[src/rtl/svflp_pkg.sv]
// Shared types, widths and arithmetic helpers for the four-channel
// state-variable lowpass filter. No dependencies.
package svflp_pkg;

	// Channel count and field widths.
	localparam int CHANNELS  = 4;
	localparam int SAMPLE_W  = 24;
	localparam int FREQ_W    = 24;
	localparam int FQ_W      = 25;
	localparam int ACC_W     = 32;
	localparam int COEF_FRAC = 22;

	// Configuration port.
	localparam int CFG_IDX_W  = 2;
	localparam int CFG_DATA_W = FQ_W;
	localparam logic [CFG_IDX_W-1:0] CFG_FREQ    = 2'd0;
	localparam logic [CFG_IDX_W-1:0] CFG_FREQ_FQ = 2'd1;
	localparam logic [FQ_W-1:0] FQ_RESET = 25'd4194304;

	// Highpass term is kept exact; it is split in two halves for the multiplier.
	localparam int HP_W    = 36;
	localparam int HP_LO_W = 18;
	localparam int HP_HI_W = HP_W - HP_LO_W;

	// Shared lane multiplier: coefficient (zero extended) times a signed operand.
	localparam int MUL_A_W = FQ_W + 1;
	localparam int MUL_B_W = ACC_W + 1;
	localparam int MUL_P_W = MUL_A_W + MUL_B_W;

	// Product register and scaled product widths.
	localparam int PROD_W = 61;
	localparam int SCL_W  = PROD_W - COEF_FRAC + 1;

	// Lane control from the top, and lane status back.
	typedef struct packed {
		logic start;
		logic retire;
	} lane_ctrl_t;

	typedef struct packed {
		logic idle;
		logic done;
	} lane_stat_t;

	// Scale a product by 2^-22, rounding to nearest with ties toward plus infinity.
	function automatic logic signed [SCL_W-1:0] scale_round(input logic signed [PROD_W-1:0] p);
		logic signed [PROD_W:0] t;
		t = {p[PROD_W-1], p} + {{(PROD_W+1-COEF_FRAC){1'b0}}, 1'b1, {(COEF_FRAC-1){1'b0}}};
		return t[PROD_W:COEF_FRAC];
	endfunction

	// Saturate an integrator sum to the accumulator width.
	function automatic logic signed [ACC_W-1:0] sat_acc(input logic signed [SCL_W:0] v);
		if (&v[SCL_W:ACC_W-1] || ~|v[SCL_W:ACC_W-1]) begin
			return v[ACC_W-1:0];
		end
		return v[SCL_W] ? {1'b1, {(ACC_W-1){1'b0}}} : {1'b0, {(ACC_W-1){1'b1}}};
	endfunction

	// Saturate an integrator value to the sample width.
	function automatic logic signed [SAMPLE_W-1:0] sat_out(input logic signed [ACC_W-1:0] v);
		if (&v[ACC_W-1:SAMPLE_W-1] || ~|v[ACC_W-1:SAMPLE_W-1]) begin
			return v[SAMPLE_W-1:0];
		end
		return v[ACC_W-1] ? {1'b1, {(SAMPLE_W-1){1'b0}}} : {1'b0, {(SAMPLE_W-1){1'b1}}};
	endfunction

endpackage

[src/rtl/svflp_merge.sv]
// Merging stage: gathers the lane results into the output register and
// frees the lanes once the result is captured. Uses svflp_pkg.
module svflp_merge import svflp_pkg::*; (
	input  logic                       clk,
	input  logic                       arst_n,
	input  lane_stat_t                 stat [CHANNELS],
	input  logic signed [SAMPLE_W-1:0] lane_lowpass [CHANNELS],
	input  logic                       out_ready,
	output logic                       out_valid,
	output logic signed [SAMPLE_W-1:0] out_lowpass [CHANNELS],
	output logic                       retire
);

	logic [CHANNELS-1:0]        done_v;
	logic                       out_valid_q;
	logic signed [SAMPLE_W-1:0] out_lowpass_q [CHANNELS];

	// All lanes finish together; capture when the output register is free or draining.
	always_comb begin
		for (int c = 0; c < CHANNELS; c++) begin
			done_v[c] = stat[c].done;
		end
	end

	assign retire = (&done_v) && (!out_valid_q || out_ready);

	// Output valid flag.
	always_ff @(posedge clk or negedge arst_n) begin
		if (!arst_n) begin
			out_valid_q <= 1'b0;
		end else if (retire) begin
			out_valid_q <= 1'b1;
		end else if (out_ready) begin
			out_valid_q <= 1'b0;
		end
	end

	// Output data register.
	always_ff @(posedge clk) begin
		if (retire) begin
			for (int c = 0; c < CHANNELS; c++) begin
				out_lowpass_q[c] <= lane_lowpass[c];
			end
		end
	end

	assign out_valid   = out_valid_q;
	assign out_lowpass = out_lowpass_q;

endmodule

[config.mk]
export PLATFORM = sky130hd
export DESIGN_NAME = svflp_merge
export DESIGN_NICKNAME = d
export VERILOG_FILES = /design/src/rtl/svflp_pkg.sv /design/src/rtl/svflp_merge.sv
export SDC_FILE = /design/constraint.sdc
export NUM_CORES = 1
export LEC_CHECK = 0
export BUFFER_PORTS_ARGS = -buffer_cell sky130_fd_sc_hd__buf_2
export CAP_MARGIN = 10
export CORE_ASPECT_RATIO = 0.7
export CORE_MARGIN = 3
export CORE_UTILIZATION = 43
export CTS_BUF_LIST = sky130_fd_sc_hd__clkbuf_8 sky130_fd_sc_hd__clkbuf_16
export CTS_CLUSTER_SIZE = 25
export DETAILED_ROUTE_END_ITERATION = 8
export GPL_ROUTABILITY_DRIVEN = 0
export PLACE_DENSITY = 0.91
export SYNTH_ARGS = -nofsm -noshare
export SYNTH_HDL_FRONTEND = slang
export SYNTH_SLANG_ARGS = --single-unit
[constraint.sdc]
create_clock -name clk -period 13.4 [get_ports clk]
set_clock_uncertainty 0.2 [all_clocks]
set_input_delay 0 -clock clk [delete_from_list [all_inputs] [get_ports clk]]
set_output_delay 0 -clock clk [all_outputs]
set_load 0.1 [all_outputs]
==> flow_metrics.env <==
export IMPL_power_density_nw_per_um2=117
export IMPL_die_h_um=75.1
export IMPL_io_pins=205
export IMPL_crit_type="flip-flop to output port"
export IMPL_cts_tree="done"
export IMPL_area_growth_pct=79.7
export IMPL_critPathCaptureType="output port"
export IMPL_relSlewSlack=0.549
export IMPL_cp_arrival_ns=2.08
export IMPL_status="finished, final reports clean"
export IMPL_switchingPower_uw=156
export IMPL_ctsResizeCount=0
export IMPL_min_period_ns=2.28
export IMPL_final_setup_tns_ns=0
export IMPL_crit_path_max_fanout=55
export IMPL_stdcell_area_um2=5270
export IMPL_drt_first_pass_iters=4
export IMPL_ir_drop_mv=0.0653
export IMPL_fp_dieW_um=105
export IMPL_critical_path_max_stage_delay_ns=0.56
export IMPL_numCtsBuffers=9
export IMPL_ys_ff_latch=97
export IMPL_p_leak_uw=0.00221
export IMPL_power_frac_clock=0.304
export IMPL_crit_required_ns=13.20
export IMPL_die_area_um2=7860
export IMPL_cp_num_buf_inv=2
export IMPL_cap_viol_max_count=0
export IMPL_tightest_slew_ns=0.677
export IMPL_drive_gt1_frac=0.519
export IMPL_remaining_drc_errors=0
export IMPL_drt_first_iter_violations=153
export IMPL_comb_power_share=0.141
export IMPL_clk_pin_slew_ns=0.09
export IMPL_switching_share=0.254
export IMPL_cp_slowest_cell="buf_4"
export IMPL_avgSynthCellArea_um2=28.7
export IMPL_reg2reg_slack_ns=11.66
export IMPL_crit_family="buffers and inverters"
export IMPL_utilization=0.820
export IMPL_initial_core_util=0.456
export IMPL_cts_max_level=3
export IMPL_synth_cell_type_count=6
export IMPL_clock_latency_ns=0.35
export IMPL_io_buffers=200
export IMPL_rows=24
export IMPL_start_kind="flip-flop"
export IMPL_final_max_slew_violation_count=0
export IMPL_grt_pass1_wl_mm=14.7
export IMPL_totalWireLength_mm=10.2
export IMPL_synthesis_area_um2=2930
export IMPL_cts_sinks=97
export IMPL_fin_crit_sh=0.170
export IMPL_seqPwrFrac=0.555
export IMPL_core_area_um2=6430
export IMPL_place_area_um2=4070
export IMPL_synthCells=102
export IMPL_routedWlPerCell_um=20.0
export IMPL_grt_max_degree=56
export IMPL_fill_cells=352
export IMPL_path_cells="a21oi_4 -> buf_4 -> buf_2"
export IMPL_diodes=0
export IMPL_rsz0062_at_grt="no"
export IMPL_cts_root_buf="clkbuf_8"
export IMPL_ys_warn_count=0
export IMPL_setup_viol=0
export IMPL_hold_path_class="input pin to flip-flop"
export IMPL_grt_overflow_total=0
export IMPL_antenna_left=0
export IMPL_p_int_uw=459
export IMPL_dpl_hpwl_mm=5.47
export IMPL_grt_util_all_layers=0.261
export IMPL_placed_cells=395
export IMPL_syn_nets=209
export IMPL_fmax_ghz=0.438
export IMPL_antenna_found_initial=0
export IMPL_vias=2298
export IMPL_grt_pass1_vias=2540
export IMPL_fin_nets=522
export IMPL_viasPerCell=4.50
export IMPL_cts_path_max_buffers=2
export IMPL_yosysSeqAreaShare=0.992
export IMPL_final_cells=511
export IMPL_hold_viol=0
## registers in the layout, summed over array words and instances, names as in the netlist
name / flops
out_lowpass: 96
out_valid: 1
## stage by stage
stage | setup slack, ns | hold slack (ns) | power (uW)
2_1_floorplan | 5.70 | -0.496 | 390
3_3_place_gp | 11.58 | -0.422 | 407
3_5_place_dp | 11.54 | -0.420 | 409
4_1_cts | 11.14 | 0.127 | 612
5_1_grt | 11.01 | 0.134 | 634
6_report | 11.12 | 0.151 | 615
## Yosys cell counts
cell	n	area, um^2
dfrtp_1	1	25.0
nand4_1	1	6.26
a21oi_1	1	5.00
o21ai_0	1	5.00
inv_1	2	7.51
edfxtp_1	96	2880
## cells by family after synthesis
logic type	Yosys count	share of synthesized area
and+or+nand+nor	1	0.00214
DFF	97	0.992
buffers and inverters	2	0.00256
AOI/OAI and AO/OA	2	0.00341
## routing by layer
layer,vias up,global-route usage,part of all wire
met5,-,0,0
met4,0,0.0815,0.020
met3,16,0.0985,0.099
met2,144,0.481,0.54
met1,1101,0.290,0.35
li1,1037,-,-
## cell usage in the layout, fill, tap and decap left out
| master | count |
|---|---|
| buf_2 | 200 |
| nand4_1 | 1 |
| dlygate4sd3_1 | 100 |
| clkinv_4 | 1 |
| inv_6 | 1 |
| bufinv_16 | 1 |
| clkinvlp_4 | 2 |
| dfrtp_1 | 1 |
| clkbuf_8 | 9 |
| inv_1 | 3 |
| o21ai_0 | 1 |
| buf_4 | 2 |
| edfxtp_1 | 96 |
| a21oi_4 | 1 |
| clkinv_2 | 1 |
## worst reg2reg max path: stages (launching register included)
cell and delay, ns:
dfrtp_1 0.44, a21oi_4 0.15, buf_4 0.56
## final timing paths
path / startpoint / end / cells after the start
setup / recovery: out_valid / retire / 3
hold / removal: lane_lowpass[53] / out_lowpass[53] / 2
setup reg to reg: out_valid / out_lowpass[10] / 2
hold reg to reg: out_valid / out_lowpass[9] / 2
max in group asynchronous: arst_n / out_valid / 3
min in group asynchronous: arst_n / out_valid / 3
## layout make-up
cell class	instances	area (um^2)	share of cell area
Sequential cell	97	2910	0.552
Clock inverter	7	71.3	0.0135
Timing Repair Buffer	302	2020	0.383
Clock buffer	9	124	0.0235
Tap cell	91	114	0.0216
Inverter	2	7.51	0.00142
Multi-Input combinational cell	3	27.5	0.00522
## power groups by stage
stage	clock network, uW	registers, uW	logic (uW)
2_1_floorplan	0	387	2.89
3_3_place_gp	0	348	59.1
3_5_place_dp	0	348	60.9
4_1_cts	186	341	84.0
5_1_grt	202	342	90.2
6_report	187	341	86.8
## what timing repair did
item                                   CTS  global route
hold buffers                           100             0
endpoints found under the hold margin   98             0
buffers inserted                         0             0
(Power assumes the default switching activity.)
